[src/design/emu_pkg.sv]
// Shared types and constants for the encoder multi-turn unwrap block.
// Holds the sample, result and per-motor state word layouts. No dependencies.
`timescale 1ns / 1ps

package emu_pkg;

  localparam int MOTORS = 4;
  localparam int MOTOR_AW = (MOTORS > 1) ? $clog2(MOTORS) : 1;

  localparam int ANGLE_W = 13;
  localparam int SPAN_W = 21;
  localparam int POS_W = 20;
  localparam int WRAP_W = 16;

  localparam logic [ANGLE_W-1:0] ZONE_LOW = 13'd2000;
  localparam logic [ANGLE_W-1:0] ZONE_HIGH = 13'd7000;
  localparam logic [SPAN_W-1:0] ONE_TURN = 21'd8192;
  localparam logic [SPAN_W-1:0] SPAN_RESET = 21'd155648;

  typedef struct packed {
    logic [1:0]         motor_index;
    logic [ANGLE_W-1:0] angle;
  } sample_t;

  typedef struct packed {
    logic [POS_W-1:0]         sum_position;
    logic signed [WRAP_W-1:0] rollovers;
  } result_t;

  typedef struct packed {
    logic              ahead_armed;
    logic              ahead_crossed;
    logic              back_armed;
    logic              back_crossed;
    logic [SPAN_W-1:0] turn_base;
    logic [WRAP_W-1:0] wrap_count;
  } motor_state_t;

  localparam int STATE_W = $bits(motor_state_t);

endpackage

[src/design/encoder_multiturn_unwrap_top.sv]
// Top level of the encoder multi-turn unwrap block.
// Depends on emu_pkg, emu_ram (per-motor state store) and emu_step (update logic).
`timescale 1ns / 1ps

//  Channel  | Signals                            | Word
//  ---------+------------------------------------+-------------------------------
//  sample   | sample_valid, sample_ready, sample | motor index and 13-bit angle
//  result   | result_valid, result_ready, result | unwrapped position, rollovers
//  cfg      | cfg_valid, cfg_ready, cfg_data     | turn_span register (21 bits)
//
// One sample word is taken every cycle unless stalled. The accepting edge reads the
// state RAM; the update stage writes the updated state back and loads the result word.
// A motor hit on consecutive words takes its state from the last-write bypass register.
// Reset presets the span register, clears all handshake state and the per-motor valid
// bits, so every motor reads as zero. With result_ready low the output word holds, one
// more sample waits in the update stage, and further samples are refused.

module encoder_multiturn_unwrap_top (
  input  logic                        clk,
  input  logic                        rst,
  input  logic                        sample_valid,
  output logic                        sample_ready,
  input  emu_pkg::sample_t            sample,
  output logic                        result_valid,
  input  logic                        result_ready,
  output emu_pkg::result_t            result,
  input  logic                        cfg_valid,
  output logic                        cfg_ready,
  input  logic [emu_pkg::SPAN_W-1:0]  cfg_data
);

  logic [emu_pkg::SPAN_W-1:0]   turn_span;
  logic [emu_pkg::MOTORS-1:0]   ent_valid;

  logic                         s1_valid;
  emu_pkg::sample_t             s1_item;
  logic                         s1_entv;
  logic [emu_pkg::MOTOR_AW-1:0] s1_addr;
  logic                         s1_fire;

  logic                         wb_valid;
  logic [emu_pkg::MOTOR_AW-1:0] wb_addr;
  emu_pkg::motor_state_t        wb_state;

  logic                         accept;
  logic [emu_pkg::MOTOR_AW-1:0] rd_addr;
  logic [emu_pkg::STATE_W-1:0]  rd_data;
  emu_pkg::motor_state_t        cur;
  emu_pkg::motor_state_t        nxt;
  emu_pkg::result_t             res;
  logic                         in_range;
  logic                         wr_en;

  // Configuration is accepted at any time; the register feeds the limit.
  assign cfg_ready = 1'b1;

  always_ff @(posedge clk) begin
    if (rst) begin
      turn_span <= emu_pkg::SPAN_RESET;
    end else if (cfg_valid) begin
      turn_span <= cfg_data;
    end
  end

  // The update stage moves on when the output register is free or draining.
  assign s1_fire = s1_valid && (!result_valid || result_ready);
  assign sample_ready = !s1_valid || s1_fire;
  assign accept = sample_valid && sample_ready;
  assign rd_addr = emu_pkg::MOTOR_AW'(sample.motor_index);
  assign s1_addr = emu_pkg::MOTOR_AW'(s1_item.motor_index);

  emu_ram #(
    .WIDTH(emu_pkg::STATE_W),
    .DEPTH(emu_pkg::MOTORS)
  ) u_state_ram (
    .clk  (clk),
    .we   (wr_en),
    .waddr(s1_addr),
    .wdata(nxt),
    .re   (accept),
    .raddr(rd_addr),
    .rdata(rd_data)
  );

  always_ff @(posedge clk) begin
    if (rst) begin
      s1_valid <= 1'b0;
    end else if (accept) begin
      s1_valid <= 1'b1;
    end else if (s1_fire) begin
      s1_valid <= 1'b0;
    end
  end

  // The valid bit is sampled with the read so that it lines up with rd_data.
  always_ff @(posedge clk) begin
    if (accept) begin
      s1_item <= sample;
      if (32'(sample.motor_index) < emu_pkg::MOTORS) begin
        s1_entv <= ent_valid[rd_addr];
      end else begin
        s1_entv <= 1'b0;
      end
    end
  end

  // The last write always holds the newest state of its motor, so a matching
  // address takes it in preference to the RAM word, which may predate it.
  always_comb begin
    if (wb_valid && wb_addr == s1_addr) begin
      cur = wb_state;
    end else if (s1_entv) begin
      cur = emu_pkg::motor_state_t'(rd_data);
    end else begin
      cur = '0;
    end
  end

  emu_step u_step (
    .sample   (s1_item),
    .cur      (cur),
    .turn_span(turn_span),
    .nxt      (nxt),
    .res      (res),
    .in_range (in_range)
  );

  assign wr_en = s1_fire && in_range;

  always_ff @(posedge clk) begin
    if (rst) begin
      ent_valid <= '0;
      wb_valid <= 1'b0;
    end else if (wr_en) begin
      ent_valid[s1_addr] <= 1'b1;
      wb_valid <= 1'b1;
    end
  end

  always_ff @(posedge clk) begin
    if (wr_en) begin
      wb_addr <= s1_addr;
      wb_state <= nxt;
    end
  end

  // Output register.
  always_ff @(posedge clk) begin
    if (rst) begin
      result_valid <= 1'b0;
    end else if (s1_fire) begin
      result_valid <= 1'b1;
    end else if (result_ready) begin
      result_valid <= 1'b0;
    end
  end

  always_ff @(posedge clk) begin
    if (s1_fire) begin
      result <= res;
    end
  end

endmodule

[src/design/emu_ram.sv]
// Generic single-write, single-read RAM with a registered read port.
// Standalone; sized by its WIDTH and DEPTH parameters.
`timescale 1ns / 1ps

module emu_ram #(
  parameter int WIDTH = 8,
  parameter int DEPTH = 4,
  localparam int AW = (DEPTH > 1) ? $clog2(DEPTH) : 1
) (
  input  logic             clk,
  input  logic             we,
  input  logic [AW-1:0]    waddr,
  input  logic [WIDTH-1:0] wdata,
  input  logic             re,
  input  logic [AW-1:0]    raddr,
  output logic [WIDTH-1:0] rdata
);

  logic [WIDTH-1:0] mem [DEPTH];

  always_ff @(posedge clk) begin
    if (we) begin
      mem[waddr] <= wdata;
    end
    if (re) begin
      rdata <= mem[raddr];
    end
  end

endmodule

[src/design/emu_step.sv]
// Zone tracking and turn base update for one motor sample.
// Uses the types and constants of emu_pkg.
`timescale 1ns / 1ps

module emu_step (
  input  emu_pkg::sample_t                sample,
  input  emu_pkg::motor_state_t           cur,
  input  logic [emu_pkg::SPAN_W-1:0]      turn_span,
  output emu_pkg::motor_state_t           nxt,
  output emu_pkg::result_t                res,
  output logic                            in_range
);

  logic                         lo;
  logic                         hi;
  logic                         aa;
  logic                         ac;
  logic                         ba;
  logic                         bc;
  logic signed [emu_pkg::SPAN_W+1:0] base;
  logic [emu_pkg::SPAN_W-1:0]   limit;
  logic [emu_pkg::SPAN_W-1:0]   new_base;
  logic [emu_pkg::WRAP_W-1:0]   new_wrap;
  logic [emu_pkg::SPAN_W-1:0]   pos;

  assign in_range = (32'(sample.motor_index) < emu_pkg::MOTORS);

  always_comb begin
    lo = sample.angle < emu_pkg::ZONE_LOW;
    hi = sample.angle > emu_pkg::ZONE_HIGH;
    aa = cur.ahead_armed;
    ac = cur.ahead_crossed;
    ba = cur.back_armed;
    bc = cur.back_crossed;
    if (!lo && !hi) begin
      aa = 1'b0;
      ac = 1'b0;
      ba = 1'b0;
      bc = 1'b0;
    end else if (hi) begin
      aa = 1'b1;
    end else begin
      ba = 1'b1;
    end
    if (aa && lo) begin
      ac = 1'b1;
    end
    if (ba && hi) begin
      bc = 1'b1;
    end

    base = $signed({2'b00, cur.turn_base});
    if (aa && ac) begin
      base = base + $signed({2'b00, emu_pkg::ONE_TURN});
      aa = 1'b0;
      ac = 1'b0;
    end
    if (ba && bc) begin
      base = base - $signed({2'b00, emu_pkg::ONE_TURN});
      ba = 1'b0;
      bc = 1'b0;
    end

    limit = (turn_span >= emu_pkg::ONE_TURN) ? turn_span - emu_pkg::ONE_TURN : '0;
    new_base = base[emu_pkg::SPAN_W-1:0];
    new_wrap = cur.wrap_count;
    if (base < 0) begin
      new_base = limit;
      new_wrap = cur.wrap_count - 16'd1;
    end else if (base > $signed({2'b00, limit})) begin
      new_base = '0;
      new_wrap = cur.wrap_count + 16'd1;
    end

    nxt.ahead_armed = aa;
    nxt.ahead_crossed = ac;
    nxt.back_armed = ba;
    nxt.back_crossed = bc;
    nxt.turn_base = new_base;
    nxt.wrap_count = new_wrap;

    // Indexes past the motor count leave state alone and echo the angle.
    if (in_range) begin
      pos = new_base + {{(emu_pkg::SPAN_W-emu_pkg::ANGLE_W){1'b0}}, sample.angle};
      res.rollovers = $signed(new_wrap);
    end else begin
      pos = {{(emu_pkg::SPAN_W-emu_pkg::ANGLE_W){1'b0}}, sample.angle};
      res.rollovers = '0;
    end
    res.sum_position = pos[emu_pkg::POS_W-1:0];
  end

endmodule
[config.mk]
export PLATFORM = sky130hd
export DESIGN_NAME = encoder_multiturn_unwrap_top
export DESIGN_NICKNAME = d
export VERILOG_FILES = /design/src/design/emu_pkg.sv /design/src/design/encoder_multiturn_unwrap_top.sv /design/src/design/emu_ram.sv /design/src/design/emu_step.sv
export SDC_FILE = /design/constraint.sdc
export NUM_CORES = 1
export LEC_CHECK = 0
export CORE_MARGIN = 2
export CORE_UTILIZATION = 59
export DETAILED_ROUTE_END_ITERATION = 10
export DONT_BUFFER_PORTS = 1
export PLACE_DENSITY = 0.75
export SYNTH_ARGS = -nofsm -noshare
export SYNTH_HDL_FRONTEND = slang
export SYNTH_SLANG_ARGS = --single-unit
[constraint.sdc]
create_clock -name clk -period 24.6 [get_ports clk]
set_clock_uncertainty 0.05 [all_clocks]
set_input_delay 2.46 -clock clk [delete_from_list [all_inputs] [get_ports clk]]
set_output_delay 2.46 -clock clk [all_outputs]
set_load 0.05 [all_outputs]
---- Word level (Yosys, flattened, before mapping) ----
Memory sizes are Yosys's and may differ from the RTL's. A register that Yosys moved wholly into a read port is not among the register bits.
Index checks and enable logic that the tools add are counted.
word-level totals
  register bits ........................... 107
  bits in writable memories ............... 164
  input bits .............................. 41
  output and inout port bits .............. 39
  memories ................................ 1
memory list
  memory           words  bits a word  read ports  clocked after memory_dff  write ports  RTL line       source
  u_state_ram.mem  4      41           1           1                         1            emu_ram.sv:19  logic [WIDTH-1:0] mem [DEPTH];
cells by class
  $add $sub $neg .......................... 6
  magnitude comparators ................... 8
  eq/ne operators ......................... 1
  mux-type cells .......................... 31
  bitwise gates (word level) .............. 1
  reductions and logical operators ........ 17
operators with widths
  operator                                                                        number
  41-bit two-way mux                                                              2
  21-bit two-way mux                                                              3
  23-bit two-way mux                                                              2
  16-bit two-way mux                                                              2
  23-bit by 22-bit > comparator with 1-bit output                                 1
  23-bit by 1-bit less-than comparator with 1-bit output, second input constant   1
  23-bit by 15-bit subtractor with 23-bit output, second input constant           1
  21-bit by 14-bit adder with 22-bit output, second input constant                1
  21-bit by 14-bit >= comparator with 1-bit output, second input constant         1
  21-bit by 14-bit subtractor with 21-bit output, second input constant           1
  20-bit by 13-bit adder with 20-bit output                                       1
  1-bit two-way mux                                                               20
  16-bit by 1-bit adder with 16-bit output, second input constant                 1
  16-bit by 1-bit subtractor with 16-bit output, second input constant            1
  13-bit > comparator, second input constant                                      1
  13-bit by 11-bit less-than comparator with 1-bit output, second input constant  1
  1-bit logical AND                                                               9
  2-bit by 3-bit less-than comparator with 1-bit output, second input constant    2
  1-bit zero test                                                                 4
  4-bit bitwise OR                                                                1
  2-bit nonzero test                                                              2
  1-bit binary-select mux with 2-bit select                                       1
  1-bit demux with 2-bit select                                                   1
  2-bit == test                                                                   1
  2 further kinds                                                                 3

---- Longest topological paths before layout ----
  depth after elaboration ................. 15
  mapped depth ............................ 42
  mapped depth without buffers ............ 38

---- Cells and area by module ----
Synthesis repeated with hierarchy kept, for this count alone.
unflattened totals
  cells, all modules ...................... 1018
  area, all modules ....................... 14865.5 um^2
modules (own cells, without submodules)
  module                        instances  cells an instance  area an instance (um^2)
  emu_ram                       1          260                7229.4
  encoder_multiturn_unwrap_top  1          333                4702.0
  emu_step                      1          425                2934.1

---- Worst setup path before layout ----
Ideal clock, no wire load.
  path kind ............................... input to register
  start ................................... input result_ready
  end ..................................... memory u_state_ram.mem[0][0] (netlist name), enable pin
  library setup time ...................... 0.501 ns
  arrival time ............................ 8.617 ns
  data required time ...................... 24.049 ns
  slack ................................... 15.432 ns
  stages .................................. 3
  path buffers ............................ 0
  cell sequence ........................... nor2b_1 nor2b_1 nor3b_1
between the ends
  word-level cells in the longest chain between the ends .. 4
ends and longest elaborated chain
  what                                     RTL line                            source
  from (decl)                              encoder_multiturn_unwrap_top.sv:25  input logic result_ready,
  1-bit logical OR                         encoder_multiturn_unwrap_top.sv:66  assign s1_fire = s1_valid && (!result_valid || result_ready);
  1-bit logical AND                        encoder_multiturn_unwrap_top.sv:66
  via s1_fire                              encoder_multiturn_unwrap_top.sv:39  logic s1_fire;
  1-bit two-way mux                        emu_ram.sv:22                       if (we) begin
  1-bit two-way mux (not written as such)  emu_ram.sv:23                       mem[waddr] <= wdata;
  to (decl)                                emu_ram.sv:19
The timed path passes the listed nets, and every way through them passes these cells.

==> results.toml <==
[outcome]
status = "complete, no violations"

[routing]
via_per_inst = 6.28
first_pass_iters = 6
drt_wl_total_mm = 30.6
wl_per_cell_microns = 22.8
num_vias = 8443
antenna_left = 0
route.detailed.drc = 0
drt_iter0_markers = 724

[setup_path]
critPathRequiredTime_ns = 24.84
worst_path_largest_cell_delay_ns = 0.76
arrival_ns = 10.77
timing.rr.end = "result[34]"
crit_fanout = 43
cp-start-kind = "register"
reg2reg_from = "s1_addr[1]"
r2r_cells = 39
end_kind = "register"
path_class = "reg -> reg"
rrSetupSlack_ns = 14.07
crit_path_top_delay_cell = "xnor2_1"

[clock_network]
clk_pin_slew_worst_paths_ns = 0.06
cts_tree = "built"
postCtsSetupRepairBufs = 0
cts-root-buf = "clkbuf_16"
insertion_delay_ns = 0.56
cts_resized = 0
cts_sinks = 312
htree_levels = 1
clk_path_buf_depth = 3
hold_buffers = 0
cts_buffers = 31

[synthesis]
synth_fp_nets = 1093
synth_seq_cells = 312
synth_area_leaders = "edfxtp_1 (59%), mux4_2 (6.6%), dfxtp_1 (3.9%), ha_1 (3.4%), nand2_1 (2.2%)"
yosys_warnings = 0
syn_area_sq_mm = 0.0143
synthArstFlopShare_pct = 0
synth-seq-area-share_pct = 63.4
avgSynthCellArea_sq_um = 14.2
synth_ff_type = "edfxtp_1"
yosysTopAreaCell = "edfxtp_1"
yosysTopAreaCellShare_pct = 59.5
syn_inst = 1012
synth.distinct_cells = 87
synth-edff-count = 284

[power]
leakagePower_uw = 0.00548
peakVddDrop_mv = 0.0597
switchingPower_uw = 289
p_comb_share_pct = 9.6
seq_power_share_pct = 53.7
pwr-share-clk_pct = 36.7
swShare_pct = 24.2
power_density_mw_per_mm2 = 77.1
p_int_uw = 906

[min_path]
worstHoldEndpoint = "ent_valid[3]"
min_path_type = "reg -> reg"
whs_path_depth = 1
hp-start = "ent_valid[3]"

[floorplanning]
dieHeight_microns = 160
start_util_pct = 59.5
io_pins = 80
dieWidth_microns = 160
dieArea_sq_mm = 0.0256
num_rows = 57
core_area_sq_mm = 0.0241

[sta]
relSlewSlack_pct = 29.0
timing.fmax_mhz = 95.0
rsz0062_at_grt = "false"
post-route-min-period_ns = 10.53
tightest_slew_ns = 1.06
hold_violations = 0
setup-violations-final = 0
fin_setup_tns_ns = 0
fin_crit_sh_pct = 42.8
slew_viol_final = 0

[placed_design]
placed_cell_area_sq_mm = 0.0146
port_buffers = 0
detailed_place_hpwl_mm = 19.7
gp_congestion = 0.873

[job]
max_cap_violations = 0

[finish]
diodes = 0
finalInstanceArea_sq_mm = 0.0155
drive_above_1_share_pct = 12.4
areaGrowthSynthToFinish_pct = 8.07
nets = 1079

[grt]
grt_first_pass_wirelength_mm = 47.7
grt_usage_pct = 24.2
antenna_found_initial = 0
globalRouteOverflowTotal = 0
grt_pass1_vias = 8510
grt_max_degree = 64
## kinds of logic (layout without fill, tap and decap cells)
family / Yosys count / in the layout / synth area share [%]
AO/OA/AOI/OAI: 171 / 171 / 8.79
XOR/XNOR: 45 / 45 / 2.75
adder cells (fa/ha/maj): 40 / 40 / 3.54
buffers and inverters: 87 / 96 / 2.90
flip-flops: 312 / 312 / 63.4
multiplexers: 66 / 66 / 8.30
other: 1 / 1 / 0.0261
AND/OR/NAND/NOR: 290 / 290 / 10.3
## area by class of cell
class | instances | area, sq um
flip-flops and latches | 312 | 9090
well taps | 324 | 405
multi-input cells | 613 | 4870
fillers | 1772 | 8610
inverters | 30 | 113
repair buffers | 10 | 75.1
clock buffers | 36 | 795
clock inverters | 20 | 149
## power by group through the flow
stage | Clock, uW | Sequential [uW] | Combinational (uW)
after floorplan | 0 | 641 | 98.2
after global placement | 0 | 652 | 110
after detailed placement | 0 | 652 | 113
after CTS | 448 | 642 | 114
after global routing | 466 | 644 | 126
final | 439 | 642 | 114
## cell usage after synthesis, types with 6 or more instances
| library cell | count |
|---|---|
| o211ai_1 | 6 |
| xor2_1 | 17 |
| dfxtp_1 | 28 |
| and2_1 | 11 |
| o21a_1 | 6 |
| clkbuf_1 | 22 |
| nor2_1 | 66 |
| nor4_1 | 12 |
| edfxtp_1 | 284 |
| buf_4 | 20 |
| a31oi_1 | 16 |
| a32oi_1 | 6 |
| mux4_2 | 42 |
| a21oi_1 | 38 |
| ha_1 | 39 |
| inv_1 | 30 |
| a21o_1 | 6 |
| mux2i_1 | 23 |
| and3_1 | 22 |
| o21ai_0 | 22 |
| nand2_1 | 85 |
| buf_1 | 9 |
| nand3_1 | 33 |
| xnor2_1 | 28 |
| a22o_1 | 18 |
| nor3_1 | 10 |
| nand4_1 | 7 |
## per-layer routing
layer,GRT usage [%],routed length (microns),part of all wire (%),vias to the layer above
li1,-,-,-,3881
met1,32.2,12700,42,4187
met2,40.6,14900,49,316
met3,4.39,2100,6.9,59
met4,8.27,857,2.8,0
met5,0,0,0,-
## registers in the layout, summed over array words and instances, names as in the netlist
| register | count |
|---|---|
| result | 36 |
| wb_valid | 1 |
| result_valid | 1 |
| s1_entv | 1 |
| ent_valid | 4 |
| turn_span | 21 |
| u_state_ram.rdata | 41 |
| s1_item | 13 |
| wb_state | 25 |
| wb_addr | 2 |
| u_state_ram.mem | 164 |
| s1_valid | 1 |
| s1_addr | 2 |
## through the flow
| step | hold slack [ns] | util, % | instances | power (uW) | setup WS [ns] |
|---|---|---|---|---|---|
| 2_1_floorplan | 0.385 | - | 1012 | 740 | 15.43 |
| 3_3_place_gp | 0.397 | 60.4 | 1289 | 762 | 14.62 |
| 3_5_place_dp | 0.424 | 60.4 | 1289 | 765 | 14.21 |
| 4_1_cts | 0.438 | 64.3 | 1345 | 1200 | 14.15 |
| 5_1_grt | 0.463 | 64.3 | 1345 | 1240 | 13.21 |
| 6_report | 0.447 | 64.3 | 1345 | 1190 | 14.07 |
## critical path: cells and delay by family, from the launching register on
family,cells,cell delay (ns)
compound gates,15,3.40
simple gates,12,3.18
xor+xnor,4,1.29
fa+ha+maj,4,1.25
buf+inv,4,0.56
flops,1,0.53
## worst max path at each step
stage,startpoint,end,slack (ns),cells past startpoint
floorplan,result_ready,u_state_ram.mem[0][0],15.43,3
CTS,s1_addr[1],result[34],14.15,39
finish,s1_addr[1],result[34],14.07,39
global route,s1_addr[1],result[34],13.21,39
detailed placement,s1_addr[1],result[34],14.21,39
global placement,s1_addr[1],result[34],14.62,39
## layout by cell type (no fill, tap or decap), types with 7 or more instances in the layout
cell type  instances
nor4_1            12
nor2_1            64
clkinv_1           8
o21ai_0           22
a22o_1            18
and3_1            21
buf_4             10
a31oi_1           16
edfxtp_1         284
mux2i_1           23
clkinv_2           7
xor2_1            17
nor3_1            10
ha_1              39
nand3_1           33
nand4_1            7
and2_1            10
inv_1             30
a21oi_1           38
dfxtp_1           28
nand2_1           85
clkbuf_16         31
xnor2_1           28
mux4_2            42
Power figures use the tool's default switching activity.
